$ cat config.mk
export PLATFORM = sky130hd
export DESIGN_NAME = ws2812_spi_frame_encoder_unit
export DESIGN_NICKNAME = d
export VERILOG_FILES = /design/src/hw/rtl/wsenc_pkg.sv /design/src/hw/rtl/wsenc_front.sv /design/src/hw/rtl/wsenc_emit.sv /design/src/hw/rtl/ws2812_spi_frame_encoder_unit.sv
export SDC_FILE = /design/constraint.sdc
export NUM_CORES = 1
export LEC_CHECK = 0
export BUFFER_PORTS_ARGS = -buffer_cell sky130_fd_sc_hd__buf_2
export CAP_MARGIN = 20
export CORE_MARGIN = 10
export CORE_UTILIZATION = 25
export CTS_BUF_LIST = sky130_fd_sc_hd__clkbuf_4 sky130_fd_sc_hd__clkbuf_8 sky130_fd_sc_hd__clkbuf_16
export DETAILED_ROUTE_END_ITERATION = 8
export PLACE_DENSITY = 0.48
export SYNTH_ARGS = -nofsm -noshare
export SYNTH_HDL_FRONTEND = slang
export SYNTH_SLANG_ARGS = --single-unit
$ cat constraint.sdc
create_clock -name clk -period 5.25 [get_ports clk]
set_input_delay 0.2625 -clock clk [delete_from_list [all_inputs] [get_ports clk]]
set_output_delay 0.2625 -clock clk [all_outputs]
set_load 0.02 [all_outputs]
$ cat src/hw/rtl/wsenc_pkg.sv
// Shared types, constants and the bit pattern function of the WS2812 SPI encoder.
package wsenc_pkg;

  localparam int LATCH_WORDS_DEF = 16;
  localparam logic [2:0] CPP_RESET = 3'd3;
  localparam logic [2:0] CPP_RGBW = 3'd4;
  localparam logic [3:0] NIB_ONE = 4'b1100;
  localparam logic [3:0] NIB_ZERO = 4'b1000;
  localparam logic [1:0] PHASE_START = 2'd0;
  localparam logic [1:0] PHASE_SECOND = 2'd1;
  localparam logic [1:0] PHASE_THIRD = 2'd2;

  typedef struct packed {
    logic [7:0] channel_byte;
    logic       frame_end;
  } in_item_t;

  typedef struct packed {
    logic [31:0] spi_word;
    logic        is_latch;
    logic        last;
  } out_item_t;

  // Words to emit for one request: up to two data bytes, then optional latch words.
  typedef struct packed {
    logic [7:0] byte0;
    logic [7:0] byte1;
    logic [1:0] ndata;
    logic       latch;
  } job_t;

  function automatic logic [31:0] encode_byte(input logic [7:0] b);
    logic [31:0] w;
    w = '0;
    for (int i = 0; i < 8; i++) begin
      w[4*i +: 4] = b[i] ? NIB_ONE : NIB_ZERO;
    end
    return w;
  endfunction

endpackage

$ cat src/hw/rtl/wsenc_front.sv
// Pixel tracking: holds the first byte of a pixel and decides the words for each request.
module wsenc_front (
  input  logic               clk,
  input  logic               rst,
  input  logic               cfg_wr_en,
  input  logic [2:0]         cfg_wr_data,
  input  logic               accept,
  input  wsenc_pkg::in_item_t item,
  output logic               job_load,
  output wsenc_pkg::job_t    job
);
  import wsenc_pkg::*;

  logic [2:0] channels_per_pixel;
  logic [1:0] pixel_phase, pixel_phase_next;
  logic [7:0] held_byte, held_byte_next;
  logic       holding, holding_next;
  logic       cpp4;
  logic [2:0] phase_inc;
  logic [2:0] cpp;

  assign cpp4 = (channels_per_pixel == CPP_RGBW);
  assign cpp = cpp4 ? 3'd4 : 3'd3;
  assign phase_inc = {1'b0, pixel_phase} + 3'd1;

  always_comb begin
    pixel_phase_next = pixel_phase;
    held_byte_next = held_byte;
    holding_next = holding;
    job = '0;
    job.byte0 = item.channel_byte;
    job.byte1 = held_byte;
    if (holding) begin
      // Second byte of the pixel: send it first, then the held one.
      // A pixel has at least three bytes, so the third one follows unless the frame ends here.
      job.ndata = 2'd2;
      holding_next = 1'b0;
      pixel_phase_next = PHASE_THIRD;
    end else if (pixel_phase == PHASE_START) begin
      if (item.frame_end) begin
        job.ndata = 2'd1;
      end else begin
        held_byte_next = item.channel_byte;
        holding_next = 1'b1;
        pixel_phase_next = PHASE_SECOND;
      end
    end else begin
      job.ndata = 2'd1;
      pixel_phase_next = (phase_inc >= cpp) ? PHASE_START : phase_inc[1:0];
    end
    if (item.frame_end) begin
      job.latch = 1'b1;
      pixel_phase_next = PHASE_START;
      holding_next = 1'b0;
    end
  end

  assign job_load = accept && ((job.ndata != 2'd0) || job.latch);

  always_ff @(posedge clk) begin
    if (rst) begin
      channels_per_pixel <= CPP_RESET;
      pixel_phase <= PHASE_START;
      held_byte <= '0;
      holding <= 1'b0;
    end else begin
      if (cfg_wr_en) begin
        channels_per_pixel <= cfg_wr_data;
      end
      if (accept) begin
        pixel_phase <= pixel_phase_next;
        held_byte <= held_byte_next;
        holding <= holding_next;
      end
    end
  end

endmodule

$ cat src/hw/rtl/wsenc_emit.sv
// Word sequencer and output register: emits one SPI word per cycle for the current job while out_stall is low.
module wsenc_emit #(
  parameter int LATCH_WORDS = wsenc_pkg::LATCH_WORDS_DEF
) (
  input  logic                clk,
  input  logic                rst,
  input  logic                job_load,
  input  wsenc_pkg::job_t     job,
  output logic                in_stall,
  output logic                out_valid,
  input  logic                out_stall,
  output wsenc_pkg::out_item_t out_item
);
  import wsenc_pkg::*;

  localparam int CW = $clog2(LATCH_WORDS + 3);
  localparam logic [CW-1:0] LATCH_CNT = CW'(LATCH_WORDS);

  job_t          cur;
  logic          job_busy;
  logic [CW-1:0] pos;
  logic [CW-1:0] total_m1;
  logic [CW-1:0] total_next;
  logic          out_free;
  logic          take;
  logic          job_end;
  out_item_t     word;

  assign out_free = !out_valid || !out_stall;
  assign take = job_busy && out_free;
  assign job_end = (pos == total_m1);
  assign in_stall = job_busy && !(out_free && job_end);
  assign total_next = CW'(job.ndata) + (job.latch ? LATCH_CNT : '0) - CW'(1);

  always_comb begin
    word = '0;
    word.last = job_end;
    if (pos < CW'(cur.ndata)) begin
      word.spi_word = encode_byte((pos == '0) ? cur.byte0 : cur.byte1);
    end else begin
      word.is_latch = 1'b1;
    end
  end

  always_ff @(posedge clk) begin
    if (rst) begin
      job_busy <= 1'b0;
      pos <= '0;
      out_valid <= 1'b0;
    end else begin
      if (job_load) begin
        job_busy <= 1'b1;
        pos <= '0;
      end else if (take) begin
        if (job_end) begin
          job_busy <= 1'b0;
        end
        pos <= pos + CW'(1);
      end
      if (take) begin
        out_valid <= 1'b1;
      end else if (out_free) begin
        out_valid <= 1'b0;
      end
    end
  end

  always_ff @(posedge clk) begin
    if (job_load) begin
      cur <= job;
      total_m1 <= total_next;
    end
    if (take) begin
      out_item <= word;
    end
  end

  a_pos_in_range: assert property (@(posedge clk) disable iff (rst)
    job_busy |-> pos <= total_m1)
    else $error("word position ran past the end of its job");

  a_load_when_free: assert property (@(posedge clk) disable iff (rst)
    job_load |-> (!job_busy || (out_free && job_end)))
    else $error("job loaded while the previous job was still emitting");

  a_last_marked: assert property (@(posedge clk) disable iff (rst)
    take && job_end |=> out_valid && out_item.last)
    else $error("final word of a job was not marked last");

  a_latch_zero: assert property (@(posedge clk) disable iff (rst)
    out_valid && out_item.is_latch |-> out_item.spi_word == 32'd0)
    else $error("latch word carries nonzero data");

endmodule

$ cat src/hw/rtl/ws2812_spi_frame_encoder_unit.sv
// Top level of the WS2812 SPI frame encoder: pixel tracking plus word sequencer.
// An accepted request is loaded as a job; its first word is then registered at the output.
// The sequencer emits one SPI word per cycle while out_stall is low; a request causes one
// or two data words, plus LATCH_WORDS latch words at frame end.
// A held first byte causes no word and the next request is taken in the following cycle.
// Reset is synchronous: clears pixel state and the sequencer, channels_per_pixel returns to 3.
module ws2812_spi_frame_encoder_unit #(
  parameter int LATCH_WORDS = wsenc_pkg::LATCH_WORDS_DEF
) (
  input  logic                 clk,
  input  logic                 rst,
  input  logic                 cfg_wr_en,
  input  logic [2:0]           cfg_wr_data,
  input  logic                 in_valid,
  output logic                 in_stall,
  input  wsenc_pkg::in_item_t  in_item,
  output logic                 out_valid,
  input  logic                 out_stall,
  output wsenc_pkg::out_item_t out_item
);
  import wsenc_pkg::*;

  logic accept;
  logic job_load;
  job_t job;

  assign accept = in_valid && !in_stall;

  wsenc_front u_front (
    .clk         (clk),
    .rst         (rst),
    .cfg_wr_en   (cfg_wr_en),
    .cfg_wr_data (cfg_wr_data),
    .accept      (accept),
    .item        (in_item),
    .job_load    (job_load),
    .job         (job)
  );

  wsenc_emit #(
    .LATCH_WORDS (LATCH_WORDS)
  ) u_emit (
    .clk       (clk),
    .rst       (rst),
    .job_load  (job_load),
    .job       (job),
    .in_stall  (in_stall),
    .out_valid (out_valid),
    .out_stall (out_stall),
    .out_item  (out_item)
  );

endmodule
### Word level (Yosys, flattened, before mapping)

Index checks and enable logic that the tools add are counted.
W data, S select, Z words.

| cells by class | value |
|---|---|
| magnitude comparators | 2 |
| $add $sub $neg | 4 |
| bitwise operators | 2 |
| muxes and demuxes | 28 |
| equal/unequal tests | 2 |
| reduce and logical (&&, ||, !) cells | 20 |

Operators with widths:

| cell | count |
|---|---|
| $mux W3 | 9 |
| $mux W1 | 12 |
| $mux W2 | 5 |
| $mux W8 | 1 |
| $reduce_bool A2 Y1 | 4 |
| $add A2 B5 Y5 | 1 |
| $add A5 B1 Y5 const B | 1 |
| $eq A5 B5 Y1 | 1 |
| $logic_and A1 B1 Y1 | 5 |
| $logic_not A5 Y1 | 1 |
| $lt A5 B2 Y1 | 1 |
| $mux W5 | 1 |
| $sub A5 B1 Y5 const B | 1 |
| $logic_not A1 Y1 | 4 |
| $reduce_and A4 Y1 | 1 |
| $add A2 B1 Y3 const B | 1 |
| $eq A3 B3 Y1 const B | 1 |
| $ge A3 B3 Y1 | 1 |
| $logic_not A2 Y1 | 1 |
| $logic_or A1 B1 Y1 | 2 |
| $not A1 Y1 | 2 |
| $reduce_and A2 Y1 | 1 |
| $reduce_or A2 Y1 | 1 |

| storage, ports and cells | value |
|---|---|
| logic and storage cells | 72 |
| output and inout port bits | 36 |
| input port bits | 17 |
| register bits | 78 |

### Logic depth before layout (Yosys ltp)

Gate-level depths: netlist of run 1.

| logic depth | value |
|---|---|
| word-level depth | 10 |
| depth in mapped cells | 9 |
| gate-level depth less buffers | 7 |

### Modules after synthesis

A second synthesis of run 1 with hierarchy kept.

| second synthesis, totals | value |
|---|---|
| cell total of the unflattened synthesis | 236 |
| area total of the unflattened synthesis | 2571.2 um^2 |

By module, submodules not included:

| module | instances | area an instance (um^2) | seq. area each (um^2) | cells each |
|---|---|---|---|---|
| wsenc_emit | 1 | 1764.2 | 1131.1 | 145 |
| wsenc_front | 1 | 793.3 | 280.3 | 90 |
| ws2812_spi_frame_encoder_unit | 1 | 13.8 | 0.0 | 1 |

### Worst setup path before layout of run 1

OpenSTA, ideal clock, no wires.

| path | value |
|---|---|
| path type | flip-flop to flip-flop |
| from | register u_emit.pos[0] |
| to | register u_emit.cur[10] (netlist bit) (enable) |
| path slack | 3.392 ns |
| data arrival time | 1.510 ns |
| required time | 4.901 ns |
| cell stages (with the launch flop) | 5 |
| library setup time | 0.349 ns |
| cell sequence | dfxtp_1 -> xnor2_1 -> nand4_1 -> o21ai_2 -> and2_2 |

| on the way | value |
|---|---|
| longest elaborated chain between the ends | 7 |

RTL lines:

| element | line | source |
|---|---|---|
| start: declaration | wsenc_emit.sv:21 | `logic [CW-1:0] pos;` |
| start signal: assignment | wsenc_emit.sv:58 | `pos <= pos + CW'(1);` |
| $eq A5 B5 Y1 | wsenc_emit.sv:31 | `assign job_end = (pos == total_m1);` |
| $logic_and A1 B1 Y1 | wsenc_emit.sv:32 | `assign in_stall = job_busy && !(out_free && job_end);` |
| $logic_not A1 Y1 | wsenc_emit.sv:32 |  |
| $logic_and A1 B1 Y1 | wsenc_emit.sv:32 |  |
| $logic_not A1 Y1 | ws2812_spi_frame_encoder_unit.sv:27 | `assign accept = in_valid && !in_stall;` |
| $logic_and A1 B1 Y1 | ws2812_spi_frame_encoder_unit.sv:27 |  |
| $logic_and A1 B1 Y1 | wsenc_front.sv:58 | `assign job_load = accept && ((job.ndata != 2'd0) \|\| job.latch);` |
| via job_load | ws2812_spi_frame_encoder_unit.sv:24 | `logic job_load;` |
| end signal: assignment | wsenc_emit.sv:70 | `cur <= job;` |
| end: declaration | wsenc_emit.sv:19 | `job_t cur;` |

The timed path passes the listed nets, and every way through them passes these cells.
A chain may end at the register's enable or synchronous reset.

### Final worst setup path of run 1

| path | value |
|---|---|
| from | register u_front.pixel_phase[0] |
| to | register u_front.held_byte[1] |

| on the way | value |
|---|---|
| longest elaborated chain between the ends | 2 |

RTL lines:

| element | line | source |
|---|---|---|
| start: declaration | wsenc_front.sv:15 | `logic [1:0] pixel_phase, pixel_phase_next;` |
| start signal: assignment | wsenc_front.sv:71 | `pixel_phase <= pixel_phase_next;` |
| $logic_not A2 Y1 | wsenc_front.sv:39 | `end else if (pixel_phase == PHASE_START) begin` |
| $reduce_and A4 Y1 (no line) | - |  |
| end signal: assignment | wsenc_front.sv:72 | `held_byte <= held_byte_next;` |
| end: declaration | wsenc_front.sv:16 | `logic [7:0] held_byte, held_byte_next;` |

Every way passes these cells.

==> impl_metrics.ini, run 1 <==
[outcome]
outcome = finished clean

[cts]
cts_hold_buffers = 0
ctsResizeCount = 0
cts.sinks = 53
cts_buffers = 5
cts_root_buf = clkbuf_8
tritoncts = yes
h-tree-depth = 2
path_clk_slew_ns = 0.10
worstSkewPairLatency_ns = 0.30
post-cts-setup-buffers = 0
cts_buffer_depth = 2

[critical_path]
crit_slowest_cell = or3b_1
r2r_slack_ns = 3.07
cp_max_fo = 10
critical_path_arrival_ns = 2.41
crit_type = reg2reg
required_ns = 5.48
slowest_delay_ns = 0.54
crit_chain = inv_1 > ha_1 > or3b_1 > clkinv_4 > nand3_2 > o21bai_2 > mux2i_1
r2r_cells = 7
reg2reg_to = u_front.held_byte[1]
start_kind = flip-flop
critical_path.top_delay_family = simple AND/OR/NAND/NOR gates
critPathBufInv = 2
reg2reg_from = u_front.pixel_phase[0]
cp-end-kind = flip-flop

[placement]
port_buffers = 36
place_area_um2 = 2579
hpwl_mm = 3.413
gp_congestion = 0.7074

[yosys]
synth_top_cell_by_area = edfxtp_1
syn_inst = 211
yosysTopAreaCellShare = 0.4010
synth_cell_types = 39
netlist_area_um2 = 2396
synth_edf_count = 32
syn_area_per_cell_um2 = 11.36
synth_seq_area_share = 0.5765
synth_warnings = 0
synthFlopType = edfxtp_1
async_flop_share = 0
ys_seq_elements = 53
synth.area.top_cells = edfxtp_1 (40%), dfxtp_1 (18%), buf_4 (7.5%)

[floorplanning]
die_w_um = 117.9
io_pins = 53
die_y_um = 117.9
rows = 35
initial_utilization = 0.2581
dieArea_um2 = 13900
core_area_um2 = 9284

[grt]
grt_pass1_vias = 1499
antenna_found_initial = 0
grtUsageTotal = 0.06417
grt-ovfl-total = 0
grt_first_pass_wirelength_mm = 7.493
grt_max_degree = 24

[finish]
drive_gt1_frac = 0.2158
antennaDiodeCount = 0
final_area_um2 = 2673
syn_to_final_growth_pct = 11.54
nNetsFinal = 263
mostFrequentLayoutCells = nand2_1 (41), buf_2 (36), edfxtp_1 (32)
final_common_cell = nand2_1

[route]
ant_nets = 0
drtPass1Iterations = 4
finalWirelength_mm = 4.380
dr_total_vias = 1419
wl_per_cell_um = 11.84
drt_iter0_markers = 49
via_per_inst = 3.835
drc_errors = 0

[sta]
min_period_ns = 2.184
fin_crit_sh = 0.4159
tns_ns = 0
setup_viol = 0
fin_worst_skew_ns = 0.01363
rsz0062_at_grt = no
hold_viol_final = 0
max-slew-margin-rel = 0.3929
worst_pin_slew_ns = 0.9053
max_freq_ghz = 0.4579
final_max_slew_viol_count = 0

[min_path]
holdPathEnd = u_emit.cur[13]
hold_path.class = in2reg
hold_depth = 1
min-delay-start = in_item[3]

[pwr]
power.density_nw_per_um2 = 353.5
ir_drop_mv = 0.1401
p_leak_uw = 0.001050

[job]
drv_cap = 0
-- power by group --
| group | total (uW) | internal (uW) | switching [uW] |
|---|---|---|---|
| registers | 524 | 503 | 21.4 |
| logic | 188 | 60.4 | 128 |
| clock network | 232 | 96.5 | 136 |
-- flip-flops by register name, indices dropped and copies added, names as in the netlist --
register	count
u_emit.total_m1	3
u_front.pixel_phase	2
u_front.channels_per_pixel	3
u_front.held_byte	8
u_emit.out_valid	1
u_emit.job_busy	1
u_emit.out_item	11
u_emit.pos	5
u_front.holding	1
u_emit.cur	18
-- final cells by class --
class | instances | area (um2)
Fill cell | 972 | 6611
Clock buffer | 5 | 68.82
Clock inverter | 3 | 25.02
Inverter | 13 | 53.80
Tap cell | 129 | 161.4
Multi-Input combinational cell | 131 | 802.0
Timing Repair Buffer | 36 | 180.2
Sequential cell | 53 | 1381
-- kinds of logic after synthesis --
| group | share of synthesized area |
|---|---|
| multiplexers | 0.05013 |
| XOR/XNOR | 0.02194 |
| buffers and inverters | 0.1123 |
| AO/OA/AOI/OAI | 0.09348 |
| other | 0.001565 |
| adder cells (fa/ha/maj) | 0.03133 |
| AND/OR/NAND/NOR | 0.1128 |
| flip-flops | 0.5765 |
-- Yosys cell counts, types with 2 or more instances --
master	n
a2111oi_0	2
a211oi_1	5
a21oi_1	10
buf_4	24
buf_6	2
clkbuf_1	2
dfxtp_1	21
edfxtp_1	32
ha_1	6
inv_1	12
mux2i_1	12
nand2_1	41
nand2b_1	2
nand3_1	2
nand4_1	3
nor2_1	5
o21ai_0	2
o2bb2ai_1	3
xnor2_1	3
xor2_1	3
-- layer usage --
metal,global-route usage,vias to the layer above,share of wire
met2,0.09790,40,0.44
met1,0.07915,629,0.47
li1,-,746,-
met5,0,-,0
met3,0.02350,4,0.071
met4,0.02782,0,0.018
-- how the worst max path moves through the flow --
stage | from | end | slack [ns] | cells past startpoint
CTS | u_front.pixel_phase[0] | u_front.held_byte[1] | 3.03 | 7
finish | u_front.pixel_phase[0] | u_front.held_byte[1] | 3.07 | 7
global placement | u_front.pixel_phase[0] | u_front.held_byte[7] | 3.08 | 7
detailed placement | u_front.pixel_phase[0] | u_front.held_byte[4] | 3.05 | 7
floorplan | u_emit.pos[0] | u_emit.cur[10] | 3.39 | 4
global route | u_front.pixel_phase[0] | u_front.held_byte[4] | 2.87 | 7
-- metrics by stage --
step           setup WS (ns)  utilization  std cells  total power, uW  hold WS (ns)
6_report               3.066       0.2879        370            944.9        0.1462
5_1_grt                2.874       0.2879        370             1004        0.1313
4_1_cts                3.032       0.2879        370            960.0        0.1380
3_5_place_dp           3.049       0.2778        362            725.9        0.4209
3_3_place_gp           3.085       0.2778        362            723.6        0.4176
2_1_floorplan          3.392            -        226            689.7        0.3614
Note: power is estimated with default switching activity, not from simulation.
==> run 2: changes to the inputs <==
clock period = 2.22 ns   (was 5.25 ns; I/O delays follow)
==> run 2 against run 1 <==
Die area stayed put. Worst setup slack worse by 2.8 ns. Global-route usage decreased by 0.076 points. Sequential share of layout area is 1.7 points lower. Combinational power grew to 2.6 times the previous value. Final area grew 3.4%. Wire length is 0.94% higher. Sequential power rose by 130%. Maximum frequency rose by 14%. Critical path type unchanged.
==> impl_metrics.ini, run 2 (same netlist as run 1, synthesis figures left out) <==
[outcome]
outcome = finished clean

[floorplanning]
initial_utilization = 0.2581
dieArea_um2 = 13900
io_pins = 53
core_area_um2 = 9284
die_y_um = 117.9
rows = 35
die_w_um = 117.9

[pwr]
p_comb_frac = 0.214
p_leak_uw = 0.001096
power_uw = 2263
switching_share = 0.2975
internal-power_uw = 1590
power_switching_uw = 673.3
power.density_nw_per_um2 = 819.1
ir_drop_mv = 0.2602
pwr-share-seq = 0.546
clkPwrFrac = 0.240

[placement]
hpwl_mm = 3.500
port_buffers = 36
gp_congestion = 0.7037
place_ws_ns = 0.2925

[route]
drtPass1Iterations = 4
via_per_inst = 3.807
wl_per_cell_um = 11.66
drc_errors = 0
drt_iter0_markers = 57
dr_total_vias = 1443
finalWirelength_mm = 4.421
ant_nets = 0

[sta]
tns_ns = 0
fin_worst_skew_ns = 0.01078
min_period_ns = 1.923
layout_setup_ws_ns = 0.2968
max-slew-margin-rel = 0.5724
fin_crit_sh = 0.8663
worst_pin_slew_ns = 0.6406
hold_viol_final = 0
setup_viol = 0
max_freq_ghz = 0.5200
final_max_slew_viol_count = 0
rsz0062_at_grt = no

[cts]
tritoncts = yes
cts_buffer_depth = 2
ctsResizeCount = 0
cts.sinks = 53
h-tree-depth = 2
cts_buffers = 5
path_clk_slew_ns = 0.10
worstSkewPairLatency_ns = 0.30
cts_root_buf = clkbuf_8

[job]
drv_cap = 0

[critical_path]
reg2reg_to = u_front.pixel_phase[1]
start_kind = flip-flop
cp_max_fo = 4
required_ns = 2.45
cp-end-kind = flip-flop
crit_type = reg2reg
r2r_slack_ns = 0.30
reg2reg_from = u_front.channels_per_pixel[0]
critical_path_arrival_ns = 2.15
r2r_cells = 6

[finish]
mostFrequentLayoutCells = nand2_1 (41), buf_2 (36), edfxtp_1 (32)
nNetsFinal = 272
final_common_cell = nand2_1
top_regs = u_emit.cur x18, u_emit.out_item x11, u_front.held_byte x8
syn_to_final_growth_pct = 15.30
largest-register = u_emit.cur
drive_gt1_frac = 0.2280
antennaDiodeCount = 0
largest_reg_flops = 18
final_core_util = 0.2976

[grt]
grtUsageTotal = 0.06341
antenna_found_initial = 0
grt_pass1_vias = 1454
grt-ovfl-total = 0
grt_max_degree = 24
grt_first_pass_wirelength_mm = 7.410

[min_path]
holdPathEnd = u_emit.cur[17]
hold_path.class = in2reg
hold_depth = 1
min-delay-start = in_item[7]
## run 2: worst max-delay path by stage
stage / from / end / slack [ns]
after floorplan: u_emit.pos[0] / u_emit.cur[10] / 0.36
after global placement: u_front.channels_per_pixel[0] / u_front.pixel_phase[1] / 0.28
after detailed placement: u_front.channels_per_pixel[2] / u_front.pixel_phase[1] / 0.29
after CTS: u_front.channels_per_pixel[0] / u_front.pixel_phase[1] / 0.27
after global routing: u_front.pixel_phase[0] / u_front.held_byte[0] / 0.13
final: u_front.channels_per_pixel[0] / u_front.pixel_phase[1] / 0.30
## run 2: power groups by stage
stage | clock network [uW] | logic [uW] | registers [uW]
after floorplan | 0 | 337 | 1290
after global placement | 0 | 485 | 1260
after detailed placement | 0 | 488 | 1260
after CTS | 573 | 493 | 1240
after global routing | 611 | 542 | 1250
final | 544 | 484 | 1230
## run 2: area by class of cell
class,count,area [um2]
fill,979,6521
sequential,53,1381
multi-input combinational,131,802.0
timing repair buffer,45,270.3
tap,129,161.4
clock buffer,5,68.82
inverter,13,53.80
clock inverter,3,25.02
## run 2: through the flow
stage	cell area [um2]	hold WS [ns]	std cells
finish	2763	0.01587	379
global route	2763	0.001069	379
CTS	2753	0.0009384	378
detailed placement	2629	0.3188	367
global placement	2629	0.3141	367
floorplan	2452	0.2099	226
## run 2: what timing repair did
action,4_1_cts,5_1_grt
buffers inserted,0,0
hold buffers,3,1
hold endpoints to repair,3,1
## run 2: worst max-delay path: stages, from the launching register on
cell       delay (ns)
dfxtp_1          0.32
or3b_4           0.41
ha_1             0.29
nand2b_1         0.16
a2111oi_0        0.39
o211ai_1         0.13
mux2i_1          0.15
## run 2: metal layers
metal / wire, um / global-route usage / vias to the layer above
met2: 1926 / 0.09685 / 46
met1: 2117 / 0.07758 / 634
li1: - / - / 761
met5: 0 / 0 / -
met3: 323 / 0.02254 / 2
met4: 54 / 0.03014 / 0
==> run 3: changes to the inputs <==
CTS_BUF_LIST = sky130_fd_sc_hd__clkbuf_2 sky130_fd_sc_hd__clkbuf_4 sky130_fd_sc_hd__clkbuf_8   (was sky130_fd_sc_hd__clkbuf_4 sky130_fd_sc_hd__clkbuf_8 sky130_fd_sc_hd__clkbuf_16)
clock period = 2.4 ns   (was 2.22 ns; I/O delays follow)
==> run 3 against run 2 <==
Clock power fell by 5.0%. Combinational power fell by 8.7%. Register-to-register slack improved by 0.06 ns. Clock-buffer cell count did not move. Global-route usage rose by 0.53 points. Total power fell by 7.2%. Final cell count rose by 0.26%. Sequential power fell by 7%. Sequential cell count did not move. Largest power group unchanged. Highest routed layer unchanged.
==> impl_metrics.ini, run 3 (same netlist as run 1, synthesis figures left out) <==
[job]
drv_cap = 0

[finish]
syn_to_final_growth_pct = 15.25
seq_area_um2 = 1381
final_core_util = 0.2974
final_area_um2 = 2761
nNetsFinal = 273
multiInputGateArea_um2 = 802.0
drive_gt1_frac = 0.2271
largest_reg_flops = 18
top_regs = u_emit.cur x18, u_emit.out_item x11, u_front.held_byte x8
largest-register = u_emit.cur
final_common_cell = nand2_1
fillers = 974
mostFrequentLayoutCells = nand2_1 (41), buf_2 (36), edfxtp_1 (32)
antennaDiodeCount = 0

[pwr]
p_leak_uw = 0.001094
power.density_nw_per_um2 = 760.8
ir_drop_mv = 0.2168

[floorplanning]
die_y_um = 117.9
rows = 35
core_area_um2 = 9284
io_pins = 53
die_w_um = 117.9
initial_utilization = 0.2581
dieArea_um2 = 13900

[sta]
max_freq_ghz = 0.4883
setup_viol = 0
layout_setup_ws_ns = 0.3520
fin_worst_skew_ns = 0.005935
worst_pin_slew_ns = 0.6670
tns_ns = 0
fin_crit_sh = 0.8533
min_period_ns = 2.048
final_max_slew_viol_count = 0
max-slew-margin-rel = 0.5548
rsz0062_at_grt = no
hold_viol_final = 0

[route]
ant_nets = 0
wl_per_cell_um = 12.00
dr_total_vias = 1464
via_per_inst = 3.853
drc_errors = 0
finalWirelength_mm = 4.559
drtPass1Iterations = 4
drt_iter0_markers = 53

[grt]
antenna_found_initial = 0
grt_max_degree = 24
grt_first_pass_wirelength_mm = 7.983
grtUsageTotal = 0.06876
grt-ovfl-total = 0
grt_pass1_vias = 1527

[cts]
tritoncts = yes
worstSkewPairLatency_ns = 0.31
ctsResizeCount = 0
cts_buffer_depth = 2
h-tree-depth = 2
cts_root_buf = clkbuf_8
cts.sinks = 53
cts_hold_buffers = 3
post-cts-setup-buffers = 0
cts_buffers = 5
path_clk_slew_ns = 0.09

[placement]
port_buffers = 36
gp_congestion = 0.7545
place_area_um2 = 2616
place_ws_ns = 0.3486
hpwl_mm = 3.531

[outcome]
outcome = finished clean

[critical_path]
cp_max_fo = 4
reg2reg_from = u_front.channels_per_pixel[2]
crit_chain = or3b_4 > ha_1 > nand2b_1 > a2111oi_0 > o211ai_1 > mux2i_1
critPathBufInv = 0
cp-end-kind = flip-flop
reg2reg_to = u_front.pixel_phase[1]
r2r_cells = 6
required_ns = 2.64
crit_cells = 6
critical_path.top_delay_family = compound AO/OA/AOI/OAI gates
slowest_delay_ns = 0.49
critical_path_arrival_ns = 2.29
crit_slowest_cell = a2111oi_0
crit_type = reg2reg
r2r_slack_ns = 0.35
start_kind = flip-flop

[min_path]
min-delay-start = in_item[2]
holdPathEnd = u_emit.cur[12]
hold_path.class = in2reg
hold_depth = 1
==> run 3: cell count changes in the layout (fill, tap and decap cells not counted), sizes merged <==
cell	previous run	this run
dlygate4sd3	4	5
clkinv	2	1
clkinvlp	1	2
==> run 3: per-stage QoR <==
step	power, uW	cells	hold slack [ns]
after global routing	2238	380	0.005416
after CTS	2136	378	0.0004496
after floorplan	1509	226	0.2189
after global placement	1603	367	0.3224
final	2101	380	0.01806
after detailed placement	1607	367	0.3182
==> run 3: layout make-up <==
cell class | instances | share of cell area
clock inverter | 3 | 0.009515
timing repair buffer | 46 | 0.09696
clock buffer | 5 | 0.02492
tap | 129 | 0.05845
sequential | 53 | 0.5002
multi-input combinational | 131 | 0.2904
inverter | 13 | 0.01948
==> run 3: routing by layer <==
layer | up-vias | GRT usage | share of wire
met2 | 42 | 0.1007 | 0.43
met5 | - | 0 | 0
li1 | 763 | - | -
met4 | 0 | 0.03478 | 0.022
met1 | 652 | 0.08513 | 0.47
met3 | 7 | 0.02734 | 0.080
==> run 3: worst max path at each step <==
| stage | from | endpoint | slack, ns |
|---|---|---|---|
| 6_report | u_front.channels_per_pixel[2] | u_front.pixel_phase[1] | 0.35 |
| 5_1_grt | u_front.channels_per_pixel[2] | u_front.pixel_phase[1] | 0.19 |
| 4_1_cts | u_front.channels_per_pixel[0] | u_front.pixel_phase[1] | 0.31 |
| 3_5_place_dp | u_front.channels_per_pixel[0] | u_front.pixel_phase[1] | 0.35 |
| 3_3_place_gp | u_front.pixel_phase[0] | u_emit.cur[13] | 0.43 |
| 2_1_floorplan | u_emit.pos[0] | u_emit.cur[10] | 0.54 |
==> run 3: worst reg2reg max path, cell delays in order, from the launching register on <==
cell and delay, ns:
dfxtp_1 0.34, or3b_4 0.40, ha_1 0.29, nand2b_1 0.17, a2111oi_0 0.49, o211ai_1 0.15, mux2i_1 0.15
==> run 3: power by group <==
part           leakage (uW)  internal, uW  total, uW  switching, uW
Sequential         0.000476          1100       1140           42.7
Clock             0.0000423           212        517            304
Combinational      0.000575           153        442            289
